$ cat src/hw/rtl/dcsr_pkg.sv
`default_nettype none
package dcsr_pkg;

  localparam int SP_W    = 10;
  localparam int SAMP_W  = 10;
  localparam int BUS_W   = 16;
  localparam int CNT_W   = 16;
  localparam int CFG_IDX_W = 2;
  localparam int CFG_DATA_W = 16;

  localparam logic [1:0] KIND_TICK = 2'd0;
  localparam logic [1:0] KIND_KEY  = 2'd1;
  localparam logic [1:0] KIND_REG  = 2'd2;
  localparam logic [1:0] KIND_BUS  = 2'd3;

  localparam logic [1:0] KEY_SEL    = 2'd0;
  localparam logic [1:0] KEY_UP     = 2'd1;
  localparam logic [1:0] KEY_DN     = 2'd2;
  localparam logic [1:0] KEY_RUN    = 2'd3;

  localparam logic [CFG_IDX_W-1:0] REG_BLINK_PERIOD = 2'd0;
  localparam logic [CFG_IDX_W-1:0] REG_AUTO_DELAY   = 2'd1;
  localparam logic [CFG_IDX_W-1:0] REG_SP_TOP       = 2'd2;

  localparam logic [CNT_W-1:0] BLINK_PERIOD_RST = 16'd1000;
  localparam logic [CNT_W-1:0] AUTO_DELAY_RST   = 16'd10000;
  localparam logic [SP_W-1:0]  SP_TOP_RST       = 10'd500;

  localparam logic [BUS_W-1:0] BUS_ADDR_RUN = 16'd0;
  localparam logic [BUS_W-1:0] BUS_ADDR_SP0 = 16'd1;
  localparam logic [BUS_W-1:0] BUS_ADDR_SP1 = 16'd2;

  localparam logic [1:0] RUN_STOP  = 2'b01;
  localparam logic [1:0] RUN_START = 2'b10;

  typedef struct packed {
    logic [1:0]        kind;
    logic [1:0]        key_code;
    logic [SAMP_W-1:0] sample_a;
    logic [SAMP_W-1:0] sample_b;
    logic [BUS_W-1:0]  bus_address;
    logic [BUS_W-1:0]  bus_data;
  } item_t;

  typedef struct packed {
    logic [SP_W-1:0] setpoint_out_a;
    logic [SP_W-1:0] setpoint_out_b;
    logic            running_a;
    logic            running_b;
    logic [9:0]      drive_a;
    logic [9:0]      drive_b;
    logic            adjusting_a;
    logic            adjusting_b;
    logic            selected;
    logic            cycling;
    logic            phase;
    logic [1:0]      save_request;
  } result_t;

  typedef struct packed {
    logic                  valid;
    logic [CFG_IDX_W-1:0]  index;
    logic [CFG_DATA_W-1:0] data;
  } cfg_wr_t;

endpackage
`default_nettype wire

$ cat src/hw/rtl/dual_channel_step_regulator_unit.sv
// Channel  Direction  Handshake              Beat
// in_      input      in_valid / in_ready    kind, key_code, samples, bus address/data
// out_     output     out_valid / out_ready  setpoints, run, drive, adjust, panel, save
// cfg_     input      cfg_valid / cfg_ready  cfg_index, cfg_data
//
// One result beat per input beat, one beat per cycle sustained while out_ready stays high.
// A result passes the input register, then the state update into the result register.
// cfg_ready is always high; registers take effect on the next item.
// rst_n is synchronous, active low; it restores register defaults and clears all state.
// A stalled out_ready holds the result and backs up into in_ready the same cycle.
`default_nettype none
module dual_channel_step_regulator_unit
  import dcsr_pkg::*;
#(
  parameter int DRIVE_MAX = 1023
) (
  input  wire logic                  clk,
  input  wire logic                  rst_n,
  input  wire logic                  in_valid,
  output logic                       in_ready,
  input  wire logic [1:0]            in_kind,
  input  wire logic [1:0]            in_key_code,
  input  wire logic [SAMP_W-1:0]     in_sample_a,
  input  wire logic [SAMP_W-1:0]     in_sample_b,
  input  wire logic [BUS_W-1:0]      in_bus_address,
  input  wire logic [BUS_W-1:0]      in_bus_data,
  output logic                       out_valid,
  input  wire logic                  out_ready,
  output logic [SP_W-1:0]            out_setpoint_out_a,
  output logic [SP_W-1:0]            out_setpoint_out_b,
  output logic                       out_running_a,
  output logic                       out_running_b,
  output logic [9:0]                 out_drive_a,
  output logic [9:0]                 out_drive_b,
  output logic                       out_adjusting_a,
  output logic                       out_adjusting_b,
  output logic                       out_selected,
  output logic                       out_cycling,
  output logic                       out_phase,
  output logic [1:0]                 out_save_request,
  input  wire logic                  cfg_valid,
  output logic                       cfg_ready,
  input  wire logic [CFG_IDX_W-1:0]  cfg_index,
  input  wire logic [CFG_DATA_W-1:0] cfg_data
);

  item_t   in_item;
  item_t   item;
  logic    item_valid;
  logic    take;
  logic    exec_en;
  cfg_wr_t cfg;
  result_t res_nxt;
  result_t res;

  assign in_item.kind        = in_kind;
  assign in_item.key_code    = in_key_code;
  assign in_item.sample_a    = in_sample_a;
  assign in_item.sample_b    = in_sample_b;
  assign in_item.bus_address = in_bus_address;
  assign in_item.bus_data    = in_bus_data;

  assign cfg_ready = 1'b1;
  assign cfg.valid = cfg_valid;
  assign cfg.index = cfg_index;
  assign cfg.data  = cfg_data;

  assign exec_en = item_valid && take;

  dcsr_in_stage u_in (
    .clk        (clk),
    .rst_n      (rst_n),
    .in_valid   (in_valid),
    .in_ready   (in_ready),
    .in_item    (in_item),
    .advance    (exec_en),
    .item_valid (item_valid),
    .item       (item)
  );

  dcsr_core #(
    .DRIVE_MAX (DRIVE_MAX)
  ) u_core (
    .clk     (clk),
    .rst_n   (rst_n),
    .cfg     (cfg),
    .exec_en (exec_en),
    .item    (item),
    .res     (res_nxt)
  );

  dcsr_out_stage u_out (
    .clk       (clk),
    .rst_n     (rst_n),
    .load      (exec_en),
    .res_in    (res_nxt),
    .take      (take),
    .out_valid (out_valid),
    .out_ready (out_ready),
    .res       (res)
  );

  assign out_setpoint_out_a = res.setpoint_out_a;
  assign out_setpoint_out_b = res.setpoint_out_b;
  assign out_running_a      = res.running_a;
  assign out_running_b      = res.running_b;
  assign out_drive_a        = res.drive_a;
  assign out_drive_b        = res.drive_b;
  assign out_adjusting_a    = res.adjusting_a;
  assign out_adjusting_b    = res.adjusting_b;
  assign out_selected       = res.selected;
  assign out_cycling        = res.cycling;
  assign out_phase          = res.phase;
  assign out_save_request   = res.save_request;

endmodule
`default_nettype wire

$ cat src/hw/rtl/dcsr_in_stage.sv
`default_nettype none
module dcsr_in_stage
  import dcsr_pkg::*;
(
  input  wire logic  clk,
  input  wire logic  rst_n,
  input  wire logic  in_valid,
  output logic       in_ready,
  input  wire item_t in_item,
  input  wire logic  advance,
  output logic       item_valid,
  output item_t      item
);

  logic  valid_r;
  logic  valid_nxt;
  item_t item_r;

  assign in_ready  = !valid_r || advance;
  assign valid_nxt = (in_valid && in_ready) ? 1'b1 : (advance ? 1'b0 : valid_r);

  always_ff @(posedge clk) begin
    if (!rst_n) begin
      valid_r <= 1'b0;
    end else begin
      valid_r <= valid_nxt;
    end
  end

  always_ff @(posedge clk) begin
    if (in_valid && in_ready) begin
      item_r <= in_item;
    end
  end

  assign item_valid = valid_r;
  assign item       = item_r;

endmodule
`default_nettype wire

$ cat src/hw/rtl/dcsr_core.sv
`default_nettype none
module dcsr_core
  import dcsr_pkg::*;
#(
  parameter int DRIVE_MAX = 1023
) (
  input  wire logic    clk,
  input  wire logic    rst_n,
  input  wire cfg_wr_t cfg,
  input  wire logic    exec_en,
  input  wire item_t   item,
  output result_t      res
);

  localparam int DRIVE_W = $clog2(DRIVE_MAX + 1);
  localparam logic [DRIVE_W-1:0] DRIVE_TOP = DRIVE_W'(DRIVE_MAX);

  logic [CNT_W-1:0] blink_period_r;
  logic [CNT_W-1:0] auto_delay_r;
  logic [SP_W-1:0]  sp_top_r;

  logic [SP_W-1:0]    sp_r    [2];
  logic [SP_W-1:0]    sp_nxt  [2];
  logic [1:0]         run_r, run_nxt;
  logic [DRIVE_W-1:0] drive_r   [2];
  logic [DRIVE_W-1:0] drive_nxt [2];
  logic [1:0]         adj_r, adj_nxt;
  logic               sel_r, sel_nxt;
  logic               cyc_r, cyc_nxt;
  logic               blink_r, blink_nxt;
  logic [CNT_W-1:0]   blink_cnt_r, blink_cnt_nxt;
  logic [CNT_W-1:0]   idle_cnt_r, idle_cnt_nxt;
  logic [1:0]         save;

  logic [CNT_W:0]     blink_inc;
  logic [CNT_W:0]     idle_inc;
  logic [SAMP_W-1:0]  samp [2];
  logic               bus_ch;

  always_ff @(posedge clk) begin
    if (!rst_n) begin
      blink_period_r <= BLINK_PERIOD_RST;
      auto_delay_r   <= AUTO_DELAY_RST;
      sp_top_r       <= SP_TOP_RST;
    end else if (cfg.valid) begin
      case (cfg.index)
        REG_BLINK_PERIOD: blink_period_r <= cfg.data;
        REG_AUTO_DELAY:   auto_delay_r   <= cfg.data;
        REG_SP_TOP:       sp_top_r       <= cfg.data[SP_W-1:0];
        default: ;
      endcase
    end
  end

  assign blink_inc = {1'b0, blink_cnt_r} + (CNT_W+1)'(1);
  assign idle_inc  = {1'b0, idle_cnt_r} + (CNT_W+1)'(1);
  assign samp[0]   = item.sample_a;
  assign samp[1]   = item.sample_b;
  assign bus_ch    = item.bus_address[1];

  always_comb begin
    sp_nxt        = sp_r;
    run_nxt       = run_r;
    drive_nxt     = drive_r;
    adj_nxt       = adj_r;
    sel_nxt       = sel_r;
    cyc_nxt       = cyc_r;
    blink_nxt     = blink_r;
    blink_cnt_nxt = blink_cnt_r;
    idle_cnt_nxt  = idle_cnt_r;
    save          = 2'b00;
    case (item.kind)
      KIND_TICK: begin
        if (blink_inc > {1'b0, blink_period_r}) begin
          blink_cnt_nxt = '0;
          blink_nxt     = !blink_r;
        end else begin
          blink_cnt_nxt = blink_inc[CNT_W-1:0];
        end
        if (run_r[0] && run_r[1] && !cyc_r) begin
          if (idle_inc > {1'b0, auto_delay_r}) begin
            cyc_nxt      = 1'b1;
            idle_cnt_nxt = '0;
          end else begin
            idle_cnt_nxt = idle_inc[CNT_W-1:0];
          end
        end
      end
      KIND_KEY: begin
        if (cyc_r) begin
          cyc_nxt = 1'b0;
        end else begin
          idle_cnt_nxt = '0;
          case (item.key_code)
            KEY_SEL: sel_nxt = !sel_r;
            KEY_UP: begin
              if (sp_r[sel_r] < sp_top_r) begin
                sp_nxt[sel_r] = sp_r[sel_r] + SP_W'(1);
                save[sel_r]   = 1'b1;
              end
            end
            KEY_DN: begin
              if (sp_r[sel_r] != '0) begin
                sp_nxt[sel_r] = sp_r[sel_r] - SP_W'(1);
                save[sel_r]   = 1'b1;
              end
            end
            default: run_nxt[sel_r] = !run_r[sel_r];
          endcase
        end
      end
      KIND_REG: begin
        for (int c = 0; c < 2; c++) begin
          if (run_r[c]) begin
            if (sp_r[c] < samp[c]) begin
              if (drive_r[c] != '0) drive_nxt[c] = drive_r[c] - DRIVE_W'(1);
              adj_nxt[c] = 1'b1;
            end else if (sp_r[c] > samp[c]) begin
              if (drive_r[c] < DRIVE_TOP) drive_nxt[c] = drive_r[c] + DRIVE_W'(1);
              adj_nxt[c] = 1'b1;
            end else begin
              adj_nxt[c] = 1'b0;
            end
          end
        end
      end
      default: begin
        if (item.bus_address == BUS_ADDR_RUN) begin
          if (item.bus_data[1:0] == RUN_STOP) run_nxt[0] = 1'b0;
          else if (item.bus_data[1:0] == RUN_START) run_nxt[0] = 1'b1;
          if (item.bus_data[3:2] == RUN_STOP) run_nxt[1] = 1'b0;
          else if (item.bus_data[3:2] == RUN_START) run_nxt[1] = 1'b1;
        end else if (item.bus_address == BUS_ADDR_SP0 ||
                     item.bus_address == BUS_ADDR_SP1) begin
          sp_nxt[bus_ch] = (item.bus_data > {{(BUS_W-SP_W){1'b0}}, sp_top_r}) ?
                           sp_top_r : item.bus_data[SP_W-1:0];
          save[bus_ch]   = 1'b1;
        end
      end
    endcase
  end

  always_ff @(posedge clk) begin
    if (!rst_n) begin
      sp_r        <= '{default: '0};
      run_r       <= '0;
      drive_r     <= '{default: '0};
      adj_r       <= '0;
      sel_r       <= 1'b0;
      cyc_r       <= 1'b0;
      blink_r     <= 1'b0;
      blink_cnt_r <= '0;
      idle_cnt_r  <= '0;
    end else if (exec_en) begin
      sp_r        <= sp_nxt;
      run_r       <= run_nxt;
      drive_r     <= drive_nxt;
      adj_r       <= adj_nxt;
      sel_r       <= sel_nxt;
      cyc_r       <= cyc_nxt;
      blink_r     <= blink_nxt;
      blink_cnt_r <= blink_cnt_nxt;
      idle_cnt_r  <= idle_cnt_nxt;
    end
  end

  always_comb begin
    res.setpoint_out_a = sp_nxt[0];
    res.setpoint_out_b = sp_nxt[1];
    res.running_a      = run_nxt[0];
    res.running_b      = run_nxt[1];
    res.drive_a        = 10'(drive_nxt[0]);
    res.drive_b        = 10'(drive_nxt[1]);
    res.adjusting_a    = adj_nxt[0];
    res.adjusting_b    = adj_nxt[1];
    res.selected       = sel_nxt;
    res.cycling        = cyc_nxt;
    res.phase          = blink_nxt;
    res.save_request   = save;
  end

endmodule
`default_nettype wire

$ cat src/hw/rtl/dcsr_out_stage.sv
`default_nettype none
module dcsr_out_stage
  import dcsr_pkg::*;
(
  input  wire logic    clk,
  input  wire logic    rst_n,
  input  wire logic    load,
  input  wire result_t res_in,
  output logic         take,
  output logic         out_valid,
  input  wire logic    out_ready,
  output result_t      res
);

  logic    valid_r;
  logic    valid_nxt;
  result_t res_r;

  assign take      = !valid_r || out_ready;
  assign valid_nxt = load ? 1'b1 : (out_ready ? 1'b0 : valid_r);

  always_ff @(posedge clk) begin
    if (!rst_n) begin
      valid_r <= 1'b0;
    end else begin
      valid_r <= valid_nxt;
    end
  end

  always_ff @(posedge clk) begin
    if (load) begin
      res_r <= res_in;
    end
  end

  assign out_valid = valid_r;
  assign res       = res_r;

endmodule
`default_nettype wire

$ cat config.mk
export PLATFORM = sky130hd
export DESIGN_NAME = dual_channel_step_regulator_unit
export DESIGN_NICKNAME = d
export VERILOG_FILES = /design/src/hw/rtl/dcsr_pkg.sv /design/src/hw/rtl/dual_channel_step_regulator_unit.sv /design/src/hw/rtl/dcsr_in_stage.sv /design/src/hw/rtl/dcsr_core.sv /design/src/hw/rtl/dcsr_out_stage.sv
export SDC_FILE = /design/constraint.sdc
export NUM_CORES = 1
export LEC_CHECK = 0
export ABC_AREA = 1
export BUFFER_PORTS_ARGS = -buffer_cell sky130_fd_sc_hd__buf_2
export CAP_MARGIN = 20
export CORE_MARGIN = 10
export CORE_UTILIZATION = 30
export DETAILED_ROUTE_END_ITERATION = 8
export PLACE_DENSITY = 0.43
export RECOVER_POWER = 25
export SLEW_MARGIN = 15
export SYNTH_ARGS = -nofsm -noshare
export SYNTH_HDL_FRONTEND = slang
export SYNTH_SLANG_ARGS = --single-unit
$ cat constraint.sdc
create_clock -name clk -period 3.85 [get_ports clk]
set_input_delay 0.1925 -clock clk [delete_from_list [all_inputs] [get_ports clk]]
set_output_delay 0.1925 -clock clk [all_outputs]
set_load 0.02 [all_outputs]
# Word-level counts from Yosys, hierarchy flattened

Cells that the tools add are included.

Word-level logic and storage cells: 185
Register bits: 228
Output and inout port bits: 52
Input bits: 79

Eq/ne operators: 14
Mux-type cells: 75
Bitwise gates (word level): 2
$add $sub $neg: 8
Reductions and logical operators: 34
Magnitude comparators: 18

Operators by type and width:

| operator                                              | count |
|---|---|
| two-way mux 10 bit                                    | 16 |
| two-way mux 20 bit                                    | 6 |
| case mux 20 bit (2 select lines)                      | 2 |
| two-way mux 16 bit                                    | 4 |
| bitwise mux 20 bit                                    | 3 |
| adder 16 x 1 -> 17 bit (second input constant)        | 2 |
| > comparator 17 x 16 -> 1 bit                         | 2 |
| case mux 16 bit (2 select lines)                      | 1 |
| adder 10 x 1 -> 10 bit (second input constant)        | 3 |
| less-than comparator 10 bit                           | 3 |
| nonzero test 10 bit                                   | 3 |
| subtractor 10 x 1 -> 10 bit (second input constant)   | 3 |
| two-way mux 1 bit                                     | 25 |
| demux 10 bit (select 1 bit)                           | 2 |
| > comparator 10 bit                                   | 2 |
| less-than comparator 10 bit (second input constant)   | 2 |
| two-way mux 2 bit                                     | 9 |
| equality test 16 x 1 -> 1 bit (second input constant) | 1 |
| equality test 16 x 2 -> 1 bit (second input constant) | 1 |
| > comparator 16 x 10 -> 1 bit                         | 1 |
| logical NOT 16 bit                                    | 1 |
| case mux 2 bit (2 select lines)                       | 3 |
| equality test 2 x 1 -> 1 bit (second input constant)  | 5 |
| equality test 2 bit (second input constant)           | 5 |
| other kinds (19)                                      | 46 |

# Logic depth before layout (Yosys ltp)

Word-level depth: 10
Mapped depth: 21
Depth with buffers taken out: 21

# By module

Synthesis repeated with hierarchy kept, for this count alone.

Cells, all modules: 1887
Area, all modules: 13982.2 sq um

By module, submodules not included:

| module                           | cells an instance | area each (sq um) | times used | seq. area each (sq um) |
|---|---|---|---|---|
| dcsr_core                        | 1765              | 10712.8           | 1          | 2422.3 |
| dcsr_in_stage                    | 63                | 1732.9            | 1          | 1701.6 |
| dcsr_out_stage                   | 55                | 1517.7            | 1          | 1491.4 |
| dual_channel_step_regulator_unit | 4                 | 18.8              | 1          | 0.0 |

# Least setup slack after synthesis

Ideal clock, no wire load.

Path kind: register to register
From: reg u_out.valid_r (netlist: u_out.out_valid)
To: reg u_out.res_r, in the netlist u_out.res[0] (enable)
Stages on the path, launching flop included: 6
Period minus slack after synthesis: 2.891 ns
Library setup time: 0.432 ns
Arrival time: 2.459 ns
Path slack: 0.959 ns
Path through: dfxtp_1 > nand2_1 > nand2_1 > inv_1 > clkbuf_1 > clkbuf_1

Cells in the longest elaborated chain, start to end: 3

RTL lines:

| element                  | line                                   | text |
|---|---|---|
| start: declaration       | dcsr_out_stage.sv:15                   | `logic valid_r;` |
| start signal: assignment | dcsr_out_stage.sv:26                   | `valid_r <= valid_nxt;` |
| logical NOT 1 bit        | dcsr_out_stage.sv:19                   | `assign take = !valid_r \|\| out_ready;` |
| logical OR 1 bit         | dcsr_out_stage.sv:19                   |  |
| logical AND 1 bit        | dual_channel_step_regulator_unit.sv:68 | `assign exec_en = item_valid && take;` |
| net exec_en              | dual_channel_step_regulator_unit.sv:51 | `logic exec_en;` |
| end signal: assignment   | dcsr_out_stage.sv:32                   | `res_r <= res_in;` |
| end: declaration         | dcsr_out_stage.sv:17                   | `result_t res_r;` |

The timed path passes the listed nets, and every way through them passes these cells.
A chain may end at the register's enable or synchronous reset.

# Worst setup path in the final report

From: reg u_core.idle_cnt_r[0]
To: reg u_core.idle_cnt_r[2]

Cells in the longest elaborated chain, start to end: 5

RTL lines:

| element                              | line             | text |
|---|---|---|
| start: declaration                   | dcsr_core.sv:32  | `logic [CNT_W-1:0] idle_cnt_r, idle_cnt_nxt;` |
| start signal: assignment             | dcsr_core.sv:163 | `idle_cnt_r <= idle_cnt_nxt;` |
| adder 16 x 1 -> 17 bit (*)           | dcsr_core.sv:56  | `assign idle_inc = {1'b0, idle_cnt_r} + (CNT_W+1)'(1);` |
| > comparator 17 x 16 -> 1 bit        | dcsr_core.sv:81  | `if (idle_inc > {1'b0, auto_delay_r}) begin` |
| two-way mux 16 bit (*)               | dcsr_core.sv:81  |  |
| two-way mux 16 bit (*)               | dcsr_core.sv:80  | `if (run_r[0] && run_r[1] && !cyc_r) begin` |
| case mux 16 bit (2 select lines) (*) | dcsr_core.sv:72  | `case (item.kind)` |

Every way passes the cells marked *; elsewhere a longest branch is shown, timed or not. The select of a mux whose other input is x is not followed.

==> metrics.txt <==
Final Total Pwr 6576 µW; Worst Path Required 4.33 ns; cts bufs inserted 29; Final ANT Viol Nets 0; register bit total from synthesis 228; post-route setup TNS 0 ns; most used cell, CP nand2_1; CP max stage cell dfxtp_1; crit path launch type flop; CP Capture Type flop; first-pass GRT wire length 71750 µm; worst vdd ir 352.2 µV; # diodes 0; Critical path buffers and inverters 1; status finished with violations; combinational power share 18.8%; Mapped Cells 1870; top post-synthesis cells by area edfxtp_1, dfxtp_1, nand2_1, ha_1, nand3_1; Port Buffers 129; synth unique cells 48; Synth Flop Type dfxtp_1; TritonRoute pass-1 iters 6; Post-synth EDFFs 105; worst skew pair latency 0.58 ns; Detailed Place HPWL 34000 µm; critical-path cell list ha_1 -> nand3_1 -> nor3_4 -> nand3_2 -> nor2_2 -> nand2_1 -> nor2_1 -> nor2_1 -> ha_1 -> nand2_1 -> nor3_1 -> nand4_1 -> nand2_1 -> nand2_1 -> inv_2 -> nand3_1 -> a21oi_1; Setup Viol. Count Final 0; CTS Root Cell clkbuf_16; power share of the clock group 38.9%; Fmax 302.9 MHz; Pwr Density 391.6 nW/µm²; critical path's top delay family simple AND/OR/NAND/NOR gates; slew at the pin closest to its max-slew limit 3.484 ns; H-tree depth 1; Switch Pwr 1977 µW; Via-to-Cell Ratio 4.829; Final Cycle Share 85.75%; largest area contributor in the netlist edfxtp_1; Crit Path Class flop to flop; IO Count 131; syn_nets 2033; Leak 0.007649 µW; vias in the first global route 12610; Mean Syn Cell Area 7.442 µm²; Clk pin slew, worst setup/hold paths 0.06 ns; Final GP Congestion 0.9190; largest net degree at the start of global routing 79; initial antenna violation count 2; die width 235.4 µm; Arrival @ worst endpoint 3.78 ns; RSZ-0062 raised after global routing no; reg2reg setup slack 0.55 ns; total internal power 4600 µW; Reg power frac 42.3%; Max Cap Viol 1; top post-synthesis cells by count nand2_1, inv_1, nand3_1; clock skew 0.02683 ns; Max-slew headroom -132.2%; violated checks max-capacitance violations, max-slew violations; GRT overflow 0; Num Clock Sinks 228; P&R area growth vs syn 20.66%; setup slack after layout 0.5484 ns; Pins Over Slew Limit 79; HP Class primary input to flop; 1st-iter DRT viols 729; core area 45580 µm²; final WL 45600 µm; asr flop ratio synth 0%; yosys warns 0; Largest stage delay, worst path 0.41 ns; layout net count 2223; sequential share of the synthesized area 40.35%; Crit Path Max Fanout 15; DR vias 12950; FP Rows 78; die height 235.4 µm; utilization after layout 36.84%; largest buffer count on any clock path 3; share of the synthesized area in the top cell type 22.66%; post-layout minimum cycle time 3.302 ns; CTS tree done; Fin. Hold Viols 0; synthesized cell area 13920 µm²; DRC Markers 0; sw frac 30.06%; Post-CTS Setup Bufs 0; post-DR wirelength/cell 17.01 µm; GRT Util Overall 15.87%; layout cells sized above 1 11.34%; initial core utilization 30.54%; worst slack, placed 0.4740 ns; Die Area 55410 µm²; count leader, synth nand2_1
metrics by stage:
step,instance area (µm²),hold WS (ns),instances
after global routing,16790,0.1160,2681
after detailed placement,15170,0.3706,2554
after global placement,15170,0.3685,2554
after floorplan,13920,0.2914,1870
after CTS,16810,0.08863,2681
final,16790,0.1219,2681
worst register-to-register path: cells and delay by family, from the launching register on:
family / cells / cell delay [ns]
adder cells (fa/ha/maj): 2 / 0.52
AO/OA/AOI/OAI: 1 / 0.16
buffers and inverters: 1 / 0.26
AND/OR/NAND/NOR: 13 / 1.88
flip-flops: 1 / 0.41
registers in the layout (all words and copies together), names as in the netlist:
register / count
u_in.item_valid: 1
u_core.adj_r: 2
u_core.blink_period_r: 16
u_core.blink_r: 1
u_core.drive_r: 20
u_core.sp_r: 20
u_in.item: 56
u_core.run_r: 2
u_core.sel_r: 1
u_out.out_valid: 1
u_out.res: 49
u_core.idle_cnt_r: 16
u_core.blink_cnt_r: 16
u_core.auto_delay_r: 16
u_core.cyc_r: 1
u_core.sp_top_r: 10
per-layer routing:
layer	global-route usage (%)	wire [µm]	up-vias	part of all wire, %
met5	0	12	-	0.026
met4	4.242	1122	2	2.5
met3	2.821	2540	58	5.6
met2	23.93	19160	313	42
met1	22.74	22760	5968	50
li1	-	-	6606	-
power by group through the flow:
stage | clock network (µW) | logic, µW | registers (µW)
2_1_floorplan | 0 | 788 | 2830
3_3_place_gp | 0 | 1170 | 2830
3_5_place_dp | 0 | 1180 | 2830
4_1_cts | 2660 | 1240 | 2780
5_1_grt | 2750 | 1390 | 2800
6_report | 2560 | 1240 | 2780
placed cells by master (no fill, tap or decap), types with 22 or more instances in the layout:
cell / count
nand4_1: 35
dfxtp_1: 123
inv_1: 238
o21ai_0: 107
nor2_1: 129
dlygate4sd3_1: 75
edfxtp_1: 105
nand3_1: 192
clkbuf_16: 29
ha_1: 84
a21oi_1: 189
buf_2: 119
xor2_1: 39
o211ai_1: 22
nand2_1: 418
final cells by class:
| type | instances | area, µm² |
|---|---|---|
| fillers | 4782 | 28780 |
| multi-input cells | 1322 | 7049 |
| flip-flops and latches | 228 | 5615 |
| repair buffers | 224 | 1530 |
| inverters | 255 | 960.9 |
| clock buffers | 42 | 804.5 |
| well taps | 600 | 750.7 |
| clock inverters | 10 | 81.33 |
repair_timing:
action | CTS | global route
resized for setup | 0 | 1
hold endpoints to repair | 95 | 0
hold buffers | 75 | 0
endpoints found under the setup margin | 0 | 6
cells by family after synthesis:
family                     after synthesis  share of synthesized area [%]
other                                    1                        0.02695
DFF                                    228                          40.35
adders and majority gates               84                          7.552
buffers and inverters                  320                          9.017
and+or+nand+nor                        852                          27.40
AOI/OAI and AO/OA                      342                          12.95
xor gates and xnor gates                43                          2.706
final timing paths:
path	start	to	depth (start not counted)
hold / removal	cfg_index[0]	u_core.blink_period_r[3]	4
hold reg to reg	u_core.blink_cnt_r[15]	u_core.blink_cnt_r[15]	2
setup / recovery	u_core.idle_cnt_r[0]	u_core.idle_cnt_r[2]	17
setup reg to reg	u_core.idle_cnt_r[0]	u_core.idle_cnt_r[2]	17
No activity file was read; power rests on OpenSTA's default activity.
